<file path="src/ipbh_pkg.sv">
`timescale 1ns / 1ps

package ipbh_pkg;

  // field widths
  localparam int unsigned KEY_W   = 64;
  localparam int unsigned CAP_W   = 31;
  localparam int unsigned GROUP_W = 10;
  localparam int unsigned DIGIT_W = 3;
  localparam int unsigned CHAR_W  = 8;

  // characters of the address text
  localparam logic [CHAR_W-1:0] CHAR_DOT   = 8'h2E;
  localparam logic [CHAR_W-1:0] CHAR_COLON = 8'h3A;
  localparam logic [CHAR_W-1:0] CHAR_ZERO  = 8'h30;
  localparam logic [CHAR_W-1:0] CHAR_NINE  = 8'h39;

  // a group holds at most three digits; the fourth is an error
  localparam logic [DIGIT_W-1:0] MAX_GROUP_DIGITS  = 3'd3;
  localparam logic [DIGIT_W-1:0] OVER_GROUP_DIGITS = 3'd4;

  localparam logic [KEY_W-1:0] KEY_ALL_ONES = {KEY_W{1'b1}};
  localparam logic [CAP_W-1:0] CAP_RESET    = 31'd1;

  // one remainder step per dividend bit
  localparam int unsigned MOD_CNT_W = $clog2(KEY_W);

  typedef struct packed {
    logic [CHAR_W-1:0] char_code;
    logic              last_char;
  } in_item_t;

  typedef struct packed {
    logic [KEY_W-1:0] address_key;
    logic [CAP_W-1:0] bucket_index;
    logic             parse_error;
  } out_item_t;

  typedef struct packed {
    logic             start;
    logic [KEY_W-1:0] dividend;
    logic [CAP_W-1:0] divisor;
  } mod_req_t;

  typedef struct packed {
    logic busy;
    logic done;
  } mod_stat_t;

endpackage

</file>
<file path="src/ipbh_mod_unit.sv">
`timescale 1ns / 1ps

module ipbh_mod_unit import ipbh_pkg::*; (
  input  logic             clk_i,
  input  logic             rst_ni,
  input  mod_req_t         req_i,
  output mod_stat_t        stat_o,
  output logic [CAP_W-1:0] rem_o
);

  logic                 busy_q, busy_d;
  logic                 done_q, done_d;
  logic [MOD_CNT_W-1:0] cnt_q, cnt_d;
  logic [KEY_W-1:0]     dvd_q, dvd_d;
  logic [CAP_W-1:0]     rem_q, rem_d;
  logic [CAP_W-1:0]     dsr_q, dsr_d;

  logic [CAP_W:0] trial;
  logic [CAP_W:0] diff;
  logic           fits;

  // one restoring step: shift in the next dividend bit, subtract if it fits
  assign trial = {rem_q, dvd_q[KEY_W-1]};
  assign diff  = trial - {1'b0, dsr_q};
  assign fits  = trial >= {1'b0, dsr_q};

  always_comb begin
    busy_d = busy_q;
    done_d = done_q;
    cnt_d  = cnt_q;
    dvd_d  = dvd_q;
    rem_d  = rem_q;
    dsr_d  = dsr_q;
    if (req_i.start) begin
      busy_d = 1'b1;
      done_d = 1'b0;
      cnt_d  = MOD_CNT_W'(KEY_W - 1);
      dvd_d  = req_i.dividend;
      rem_d  = '0;
      dsr_d  = req_i.divisor;
    end else if (busy_q) begin
      dvd_d = {dvd_q[KEY_W-2:0], 1'b0};
      rem_d = fits ? diff[CAP_W-1:0] : trial[CAP_W-1:0];
      if (cnt_q == '0) begin
        busy_d = 1'b0;
        done_d = 1'b1;
      end else begin
        cnt_d = cnt_q - 1'b1;
      end
    end
  end

  // control state
  always_ff @(posedge clk_i or negedge rst_ni) begin
    if (!rst_ni) begin
      busy_q <= 1'b0;
      done_q <= 1'b0;
      cnt_q  <= '0;
    end else begin
      busy_q <= busy_d;
      done_q <= done_d;
      cnt_q  <= cnt_d;
    end
  end

  // datapath
  always_ff @(posedge clk_i) begin
    dvd_q <= dvd_d;
    rem_q <= rem_d;
    dsr_q <= dsr_d;
  end

  assign stat_o.busy = busy_q;
  assign stat_o.done = done_q;
  assign rem_o       = rem_q;

endmodule

</file>
<file path="src/ip_address_bucket_hash_unit.sv">
`timescale 1ns / 1ps

// address bucket hash: takes a dotted address string one character a beat on
// the input channel (char_code plus last_char marking the string end) and
// returns one beat with the joined decimal key, groups zero-padded but the
// last, the key modulo the table capacity and a parse error flag.
// a colon or the last character ends the key; characters after a colon give
// no beat. the capacity register is written with cfg_we_i / cfg_wdata_i; the
// user must do so only while the block is idle, which the block itself does
// not enforce; zero acts as one. a digit or other character is handled in
// the idle state; a dot runs three times-ten steps and one add on the shared
// shift-add unit. after the character that ends a key, the last group runs up
// to three times-ten steps and one add, the remainder unit is started and runs
// 64 remainder steps, and the output register is loaded; only then is the
// next character taken. in_ready_o is low while an item is being worked on.
// the result sits in an output register: the next string is accepted while
// it waits; only a second result stalls, until the receiver takes the first.
// reset clears the string state, drops any held beat and sets capacity to one.
module ip_address_bucket_hash_unit import ipbh_pkg::*; (
  input  logic             clk_i,
  input  logic             rst_ni,
  input  logic             in_valid_i,
  output logic             in_ready_o,
  input  in_item_t         in_data_i,
  output logic             out_valid_o,
  input  logic             out_ready_i,
  output out_item_t        out_data_o,
  input  logic             cfg_we_i,
  input  logic [CAP_W-1:0] cfg_wdata_i
);

  localparam logic [2:0] S_IDLE  = 3'd0;
  localparam logic [2:0] S_MUL   = 3'd1;
  localparam logic [2:0] S_ADD   = 3'd2;
  localparam logic [2:0] S_MODST = 3'd3;
  localparam logic [2:0] S_MODW  = 3'd4;

  logic [2:0]         state_q, state_d;
  logic [CAP_W-1:0]   cap_q, cap_d;
  logic [KEY_W-1:0]   acc_q, acc_d;
  logic [GROUP_W-1:0] gv_q, gv_d;
  logic [DIGIT_W-1:0] gd_q, gd_d;
  logic               emitted_q, emitted_d;
  logic               err_q, err_d;
  logic               any_q, any_d;
  logic [KEY_W-1:0]   work_q, work_d;
  logic               ovf_q, ovf_d;
  logic [1:0]         steps_q, steps_d;
  logic               fin_q, fin_d;
  logic               last_q, last_d;
  logic               dot_q, dot_d;
  logic [KEY_W-1:0]   res_key_q, res_key_d;
  logic               res_err_q, res_err_d;
  logic               out_valid_q, out_valid_d;
  out_item_t          out_q, out_d;

  mod_req_t           mod_req;
  mod_stat_t          mod_stat;
  logic [CAP_W-1:0]   mod_rem;

  logic               in_fire;
  logic [CHAR_W-1:0]  ch;
  logic               is_digit;
  logic [CHAR_W-1:0]  dig;
  logic [GROUP_W+3:0] gv_next;
  logic [KEY_W+3:0]   w10;
  logic [KEY_W:0]     sum;
  logic               go_app;
  logic               go_fin;
  logic [1:0]         app_steps;
  logic               key_bad;

  assign in_fire  = in_valid_i && in_ready_o;
  assign ch       = in_data_i.char_code;
  assign is_digit = (ch >= CHAR_ZERO) && (ch <= CHAR_NINE);
  assign dig      = ch - CHAR_ZERO;
  assign gv_next  = {4'b0, gv_q} * 14'd10 + {10'b0, dig[3:0]};

  // shared shift-add unit: times ten, then add the group value
  assign w10 = ({4'b0, work_q} << 3) + ({4'b0, work_q} << 1);
  assign sum = {1'b0, work_q} + {{(KEY_W + 1 - GROUP_W){1'b0}}, gv_q};

  assign key_bad = err_q || !any_q;

  // remainder unit request
  assign mod_req.start    = (state_q == S_MODST);
  assign mod_req.dividend = key_bad ? KEY_ALL_ONES : acc_q;
  assign mod_req.divisor  = (cap_q == '0) ? CAP_RESET : cap_q;

  ipbh_mod_unit u_mod (
    .clk_i  (clk_i),
    .rst_ni (rst_ni),
    .req_i  (mod_req),
    .stat_o (mod_stat),
    .rem_o  (mod_rem)
  );

  // sequencer
  always_comb begin
    state_d     = state_q;
    cap_d       = cfg_we_i ? cfg_wdata_i : cap_q;
    acc_d       = acc_q;
    gv_d        = gv_q;
    gd_d        = gd_q;
    emitted_d   = emitted_q;
    err_d       = err_q;
    any_d       = any_q;
    work_d      = work_q;
    ovf_d       = ovf_q;
    steps_d     = steps_q;
    fin_d       = fin_q;
    last_d      = last_q;
    dot_d       = dot_q;
    res_key_d   = res_key_q;
    res_err_d   = res_err_q;
    out_valid_d = out_valid_q;
    out_d       = out_q;
    go_app      = 1'b0;
    go_fin      = 1'b0;
    app_steps   = 2'd3;

    // output register drains independently
    if (out_valid_q && out_ready_i) begin
      out_valid_d = 1'b0;
    end

    unique case (state_q)
      S_IDLE: begin
        if (in_fire) begin
          if (emitted_q) begin
            // skipping text after the colon
            if (in_data_i.last_char) begin
              acc_d     = '0;
              gv_d      = '0;
              gd_d      = '0;
              emitted_d = 1'b0;
              err_d     = 1'b0;
              any_d     = 1'b0;
            end
          end else if (ch == CHAR_COLON) begin
            go_fin = 1'b1;
            last_d = in_data_i.last_char;
          end else begin
            if (ch == CHAR_DOT) begin
              if (!err_q) begin
                go_app    = 1'b1;
                app_steps = 2'd3;
                dot_d     = 1'b1;
              end else begin
                gv_d = '0;
                gd_d = '0;
              end
            end else if (is_digit) begin
              any_d = 1'b1;
              if (gd_q >= MAX_GROUP_DIGITS) begin
                err_d = 1'b1;
                gd_d  = OVER_GROUP_DIGITS;
              end else begin
                gv_d = gv_next[GROUP_W-1:0];
                gd_d = gd_q + 1'b1;
              end
            end else begin
              err_d = 1'b1;
            end
            if (in_data_i.last_char) begin
              go_fin = 1'b1;
              last_d = 1'b1;
            end
          end

          // launch the append or the end of key
          if (go_app) begin
            work_d  = acc_q;
            ovf_d   = 1'b0;
            steps_d = app_steps;
            fin_d   = go_fin;
            state_d = S_MUL;
          end else if (go_fin) begin
            fin_d = 1'b1;
            if (!err_d && (gd_d != '0)) begin
              work_d  = acc_q;
              ovf_d   = 1'b0;
              steps_d = gd_d[1:0];
              dot_d   = 1'b0;
              state_d = S_MUL;
            end else begin
              state_d = S_MODST;
            end
          end
        end
      end
      S_MUL: begin
        work_d  = w10[KEY_W-1:0];
        ovf_d   = ovf_q || (w10[KEY_W+3:KEY_W] != 4'd0);
        steps_d = steps_q - 1'b1;
        if (steps_q == 2'd1) begin
          state_d = S_ADD;
        end
      end
      S_ADD: begin
        if (ovf_q || sum[KEY_W]) begin
          err_d = 1'b1;
        end else begin
          acc_d = sum[KEY_W-1:0];
        end
        if (dot_q) begin
          gv_d = '0;
          gd_d = '0;
        end
        dot_d   = 1'b0;
        state_d = fin_q ? S_MODST : S_IDLE;
      end
      S_MODST: begin
        res_key_d = mod_req.dividend;
        res_err_d = key_bad;
        state_d   = S_MODW;
      end
      S_MODW: begin
        if (mod_stat.done && (!out_valid_q || out_ready_i)) begin
          out_valid_d       = 1'b1;
          out_d.address_key  = res_key_q;
          out_d.bucket_index = mod_rem;
          out_d.parse_error  = res_err_q;
          fin_d              = 1'b0;
          if (last_q) begin
            acc_d     = '0;
            gv_d      = '0;
            gd_d      = '0;
            emitted_d = 1'b0;
            err_d     = 1'b0;
            any_d     = 1'b0;
          end else begin
            emitted_d = 1'b1;
          end
          state_d = S_IDLE;
        end
      end
      default: begin
        state_d = S_IDLE;
      end
    endcase
  end

  // control state
  always_ff @(posedge clk_i or negedge rst_ni) begin
    if (!rst_ni) begin
      state_q     <= S_IDLE;
      cap_q       <= CAP_RESET;
      acc_q       <= '0;
      gv_q        <= '0;
      gd_q        <= '0;
      emitted_q   <= 1'b0;
      err_q       <= 1'b0;
      any_q       <= 1'b0;
      steps_q     <= '0;
      fin_q       <= 1'b0;
      last_q      <= 1'b0;
      dot_q       <= 1'b0;
      out_valid_q <= 1'b0;
    end else begin
      state_q     <= state_d;
      cap_q       <= cap_d;
      acc_q       <= acc_d;
      gv_q        <= gv_d;
      gd_q        <= gd_d;
      emitted_q   <= emitted_d;
      err_q       <= err_d;
      any_q       <= any_d;
      steps_q     <= steps_d;
      fin_q       <= fin_d;
      last_q      <= last_d;
      dot_q       <= dot_d;
      out_valid_q <= out_valid_d;
    end
  end

  // datapath
  always_ff @(posedge clk_i) begin
    work_q    <= work_d;
    ovf_q     <= ovf_d;
    res_key_q <= res_key_d;
    res_err_q <= res_err_d;
    out_q     <= out_d;
  end

  assign in_ready_o  = (state_q == S_IDLE);
  assign out_valid_o = out_valid_q;
  assign out_data_o  = out_q;

endmodule

</file>
<file path="config.mk">
export PLATFORM = sky130hd
export DESIGN_NAME = ip_address_bucket_hash_unit
export DESIGN_NICKNAME = d
export VERILOG_FILES = /design/src/ipbh_pkg.sv /design/src/ipbh_mod_unit.sv /design/src/ip_address_bucket_hash_unit.sv
export SDC_FILE = /design/constraint.sdc
export NUM_CORES = 1
export LEC_CHECK = 0
export BUFFER_PORTS_ARGS = -buffer_cell sky130_fd_sc_hd__buf_4
export CORE_MARGIN = 3
export CORE_UTILIZATION = 35
export CTS_CLUSTER_DIAMETER = 80
export DETAILED_ROUTE_END_ITERATION = 10
export GPL_ROUTABILITY_DRIVEN = 0
export SETUP_SLACK_MARGIN = 0.2
export SYNTH_ARGS = -nofsm -noshare
export SYNTH_HDL_FRONTEND = slang
export SYNTH_SLANG_ARGS = --single-unit
</file>
<file path="constraint.sdc">
create_clock -name clk_i -period 5.4 [get_ports clk_i]
set_clock_uncertainty 0.05 [all_clocks]
set_input_delay 0.27 -clock clk_i [delete_from_list [all_inputs] [get_ports clk_i]]
set_output_delay 0.27 -clock clk_i [all_outputs]
set_load 0.05 [all_outputs]
</file>
==> flow_metrics.py <==
metrics = {
    "drt": {
        "drtIter0Drc": 1587,
        "drc_errors": 0,
        "drt_wl_total_um": 65700,
        "drtPass1Iterations": 5,
        "avgRoutedWirePerCell_um": 18.9,
        "vias_per_cell": 5.41,
        "num_vias": 18815,
        "ant_nets": 0,
    },
    "critical_path": {
        "endpoint_kind": "flop",
        "crit_type": "reg2reg",
        "required_ns": 5.80,
        "cp-start-kind": "flop",
        "arrival_ns": 4.86,
        "crit_fanout": 27,
        "rrSetupSlack_ns": 0.94,
    },
    "global_routing": {
        "antenna_found_initial": 0,
        "track_usage_pct": 16.7,
        "overflow": 0,
        "grt_pass1_vias": 18799,
        "grt_max_degree": 106,
        "grt_pass1_wl_um": 105000,
    },
    "cts": {
        "clock_latency_ns": 0.59,
        "clkTransAtPathRegs_ns": 0.07,
        "cts.sinks": 480,
        "clockBufferDepth": 3,
        "cts_root_buffer": "clkbuf_16",
        "cts_setup_buffers": 0,
        "h-tree-depth": 2,
        "cts_tree": "done",
        "cts_buffers": 49,
    },
    "floorplan": {
        "die-area_um2": 76600,
        "core-area_um2": 72100,
        "die_x_um": 277,
        "initial_core_util_pct": 35.6,
        "dieHeight_um": 277,
        "row_count": 98,
        "ioPinCount": 143,
    },
    "pwr": {
        "power.density_nw_per_um2": 676,
        "finalPower_mw": 20.0,
        "p_int_mw": 11.4,
        "p_sw_share_pct": 42.7,
        "ir_drop_mv": 0.368,
        "p_comb_share_pct": 50.8,
        "p_clk_share_pct": 16.6,
        "switchingPower_mw": 8.53,
        "p_leak_nw": 11.1,
        "seqPwrFrac_pct": 32.6,
    },
    "synth": {
        "synth_ff_type": "edfxtp_1",
        "synth_edf_count": 321,
        "mappedNetlistArea_um2": 25700,
        "synth_cell_types": 78,
        "syn-mean-instance-area_um2": 10.9,
        "syn_nets": 2535,
        "async_reset_ff_share_pct": 26.7,
        "yosys_warnings": 0,
        "ys_ff_latch": 480,
        "netlist_instances": 2363,
        "yosysSeqAreaShare_pct": 52.5,
    },
    "timing": {
        "drv_slew": 0,
        "setup-tns-final_ns": 0,
        "hold_violations": 0,
        "worst_pin_slew_ns": 1.10,
        "slew-limit-headroom_pct": 26.8,
        "fin_crit_ns": 4.46,
        "finalSetupViolations": 0,
        "grt_setup_unrepaired": "false",
        "max_clock_freq_mhz": 224,
        "post-route-period-util_pct": 82.6,
    },
    "cells_and_area": {
        "area_delta_synth_final_pct": 15.2,
        "diodes": 0,
        "fin_nets": 2663,
        "drive_above_1_share_pct": 17.2,
        "fin_area_um2": 29600,
        "fin_util_pct": 41.0,
    },
    "run": {
        "drv_cap": 0,
    },
    "place": {
        "portBuffers": 142,
        "placed_area_um2": 27700,
        "hpwlAfterDp_um": 46900,
    },
    "hold_path": {
        "min_path_type": "in2reg",
    },
    "outcome": {
        "status": "finished, final reports clean",
    },
}
==> cells in the mapped netlist, drive strengths merged (63+ instances only) <==
cell type	n	area share, %
edfxtp	321	38
nand2	252	3.7
o21ai	183	3.6
a21oi	142	2.8
dfrtp	127	12
ha	122	5.9
nor2	110	1.6
clkbuf	108	1.6
mux2	103	4.5
xnor2	93	3.2
inv	83	1.2
or2	67	1.6
xor2	63	2.1
==> placed cells by master, fill, tap and decap left out, drive strengths merged, types with 9 or more instances in the layout <==
cell | synthesis | final
nor3b | 10 | 10
nor4 | 28 | 28
clkbuf | 108 | 62
or2 | 67 | 67
nor2 | 110 | 110
a31oi | 16 | 16
clkinv | 0 | 14
o21bai | 23 | 23
mux2 | 103 | 103
and2 | 17 | 17
inv | 83 | 89
o211ai | 14 | 14
nor3 | 40 | 40
xnor2 | 93 | 93
xor2 | 63 | 63
nand2 | 252 | 252
a21o | 52 | 52
o31ai | 33 | 33
edfxtp | 321 | 321
dfxtp | 31 | 31
nand2b | 13 | 13
a21oi | 142 | 142
mux2i | 18 | 18
nand3 | 37 | 37
and3 | 24 | 24
nand4 | 34 | 34
and4 | 11 | 11
a211oi | 35 | 35
ha | 122 | 122
dfrtp | 127 | 127
dlygate4sd3 | 0 | 36
buf | 19 | 168
o21ai | 183 | 183
nor2b | 18 | 18
o21a | 9 | 9
a22o | 12 | 12
or3 | 9 | 9
==> worst max-delay path, stage by stage (launching register included) <==
cell	delay (ns)
dfrtp_1	0.48
inv_1	0.11
fa_1	0.45
nor2b_1	0.20
o21ai_0	0.16
a21boi_0	0.31
o21ai_0	0.21
a211oi_1	0.65
o2111ai_1	0.34
o31ai_4	0.23
buf_4	0.34
or2_0	0.20
buf_4	0.38
o21ai_0	0.19
==> kinds of logic (layout without fill, tap and decap cells) <==
family          after synthesis  in the layout  share of synthesized area (%)
buf+inv                     210            376                           3.15
simple gates                691            691                           13.3
flops                       480            480                           52.5
mux                         121            121                           5.22
compound gates              578            578                           14.2
xor+xnor                    156            156                           5.32
fa+ha+maj                   127            127                           6.34
==> power by group through the flow <==
stage                     Clock [mW]  Combinational (mW)  Sequential [mW]
after floorplan                    0                7.78             6.16
after global placement             0                9.85             6.53
after detailed placement           0                9.99             6.56
after CTS                       3.42                10.1             6.50
after global routing            3.56                11.3             6.66
final                           3.32                10.1             6.52
==> worst paths after layout <==
| path | to | startpoint | depth (start not counted) |
|---|---|---|---|
| max | acc_q[51] | gv_q[1] | 13 |
| min | emitted_q | in_data_i[0] | 4 |
| max reg2reg | acc_q[51] | gv_q[1] | 13 |
| min reg2reg | out_data_o[65] | res_key_q[33] | 0 |
| max in group asynchronous | u_mod.busy_q | rst_ni | 3 |
| min in group asynchronous | cap_q[2] | rst_ni | 2 |
==> what timing repair did <==
action / in CTS / in global routing
resized for setup: 0 / 0
hold buffers: 36 / 0
hold endpoints to repair: 115 / 0
==> final cells by class <==
cell class | count | area (µm²)
Clock buffer | 62 | 1310
Clock inverter | 27 | 236
Fill cell | 6818 | 42500
Inverter | 83 | 319
Multi-Input combinational cell | 1673 | 11400
Sequential cell | 480 | 13500
Tap cell | 950 | 1190
Timing Repair Buffer | 204 | 1640
==> metal layers <==
layer	wire, µm	track usage [%]	vias to the layer above
met4	1830	5.21	0
met1	28800	22.1	9207
met2	31600	28.4	597
met5	0	0	-
met3	3510	2.35	95
li1	-	-	8916
==> registers in the layout, summed over array words and instances, names as in the netlist, 2 cells and up <==
name / flops
out_data_o: 96
acc_q: 64
res_key_q: 64
u_mod.dvd_q: 64
work_q: 64
cap_q: 31
u_mod.dsr_q: 31
u_mod.rem_o: 31
gv_q: 10
u_mod.cnt_q: 6
gd_q: 3
state_q: 3
steps_q: 2
==> metrics by stage <==
| stage | hold slack [ns] | cells | setup slack [ns] |
|---|---|---|---|
| finish | 0.0574 | 3479 | 0.938 |
| global route | 0.0517 | 3479 | 0.619 |
| CTS | 0.0175 | 3479 | 0.980 |
| detailed placement | 0.355 | 3354 | 0.974 |
| global placement | 0.348 | 3354 | 1.23 |
| floorplan | -0.0756 | 2363 | 0.848 |
Note: power is estimated with default switching activity, not from simulation.
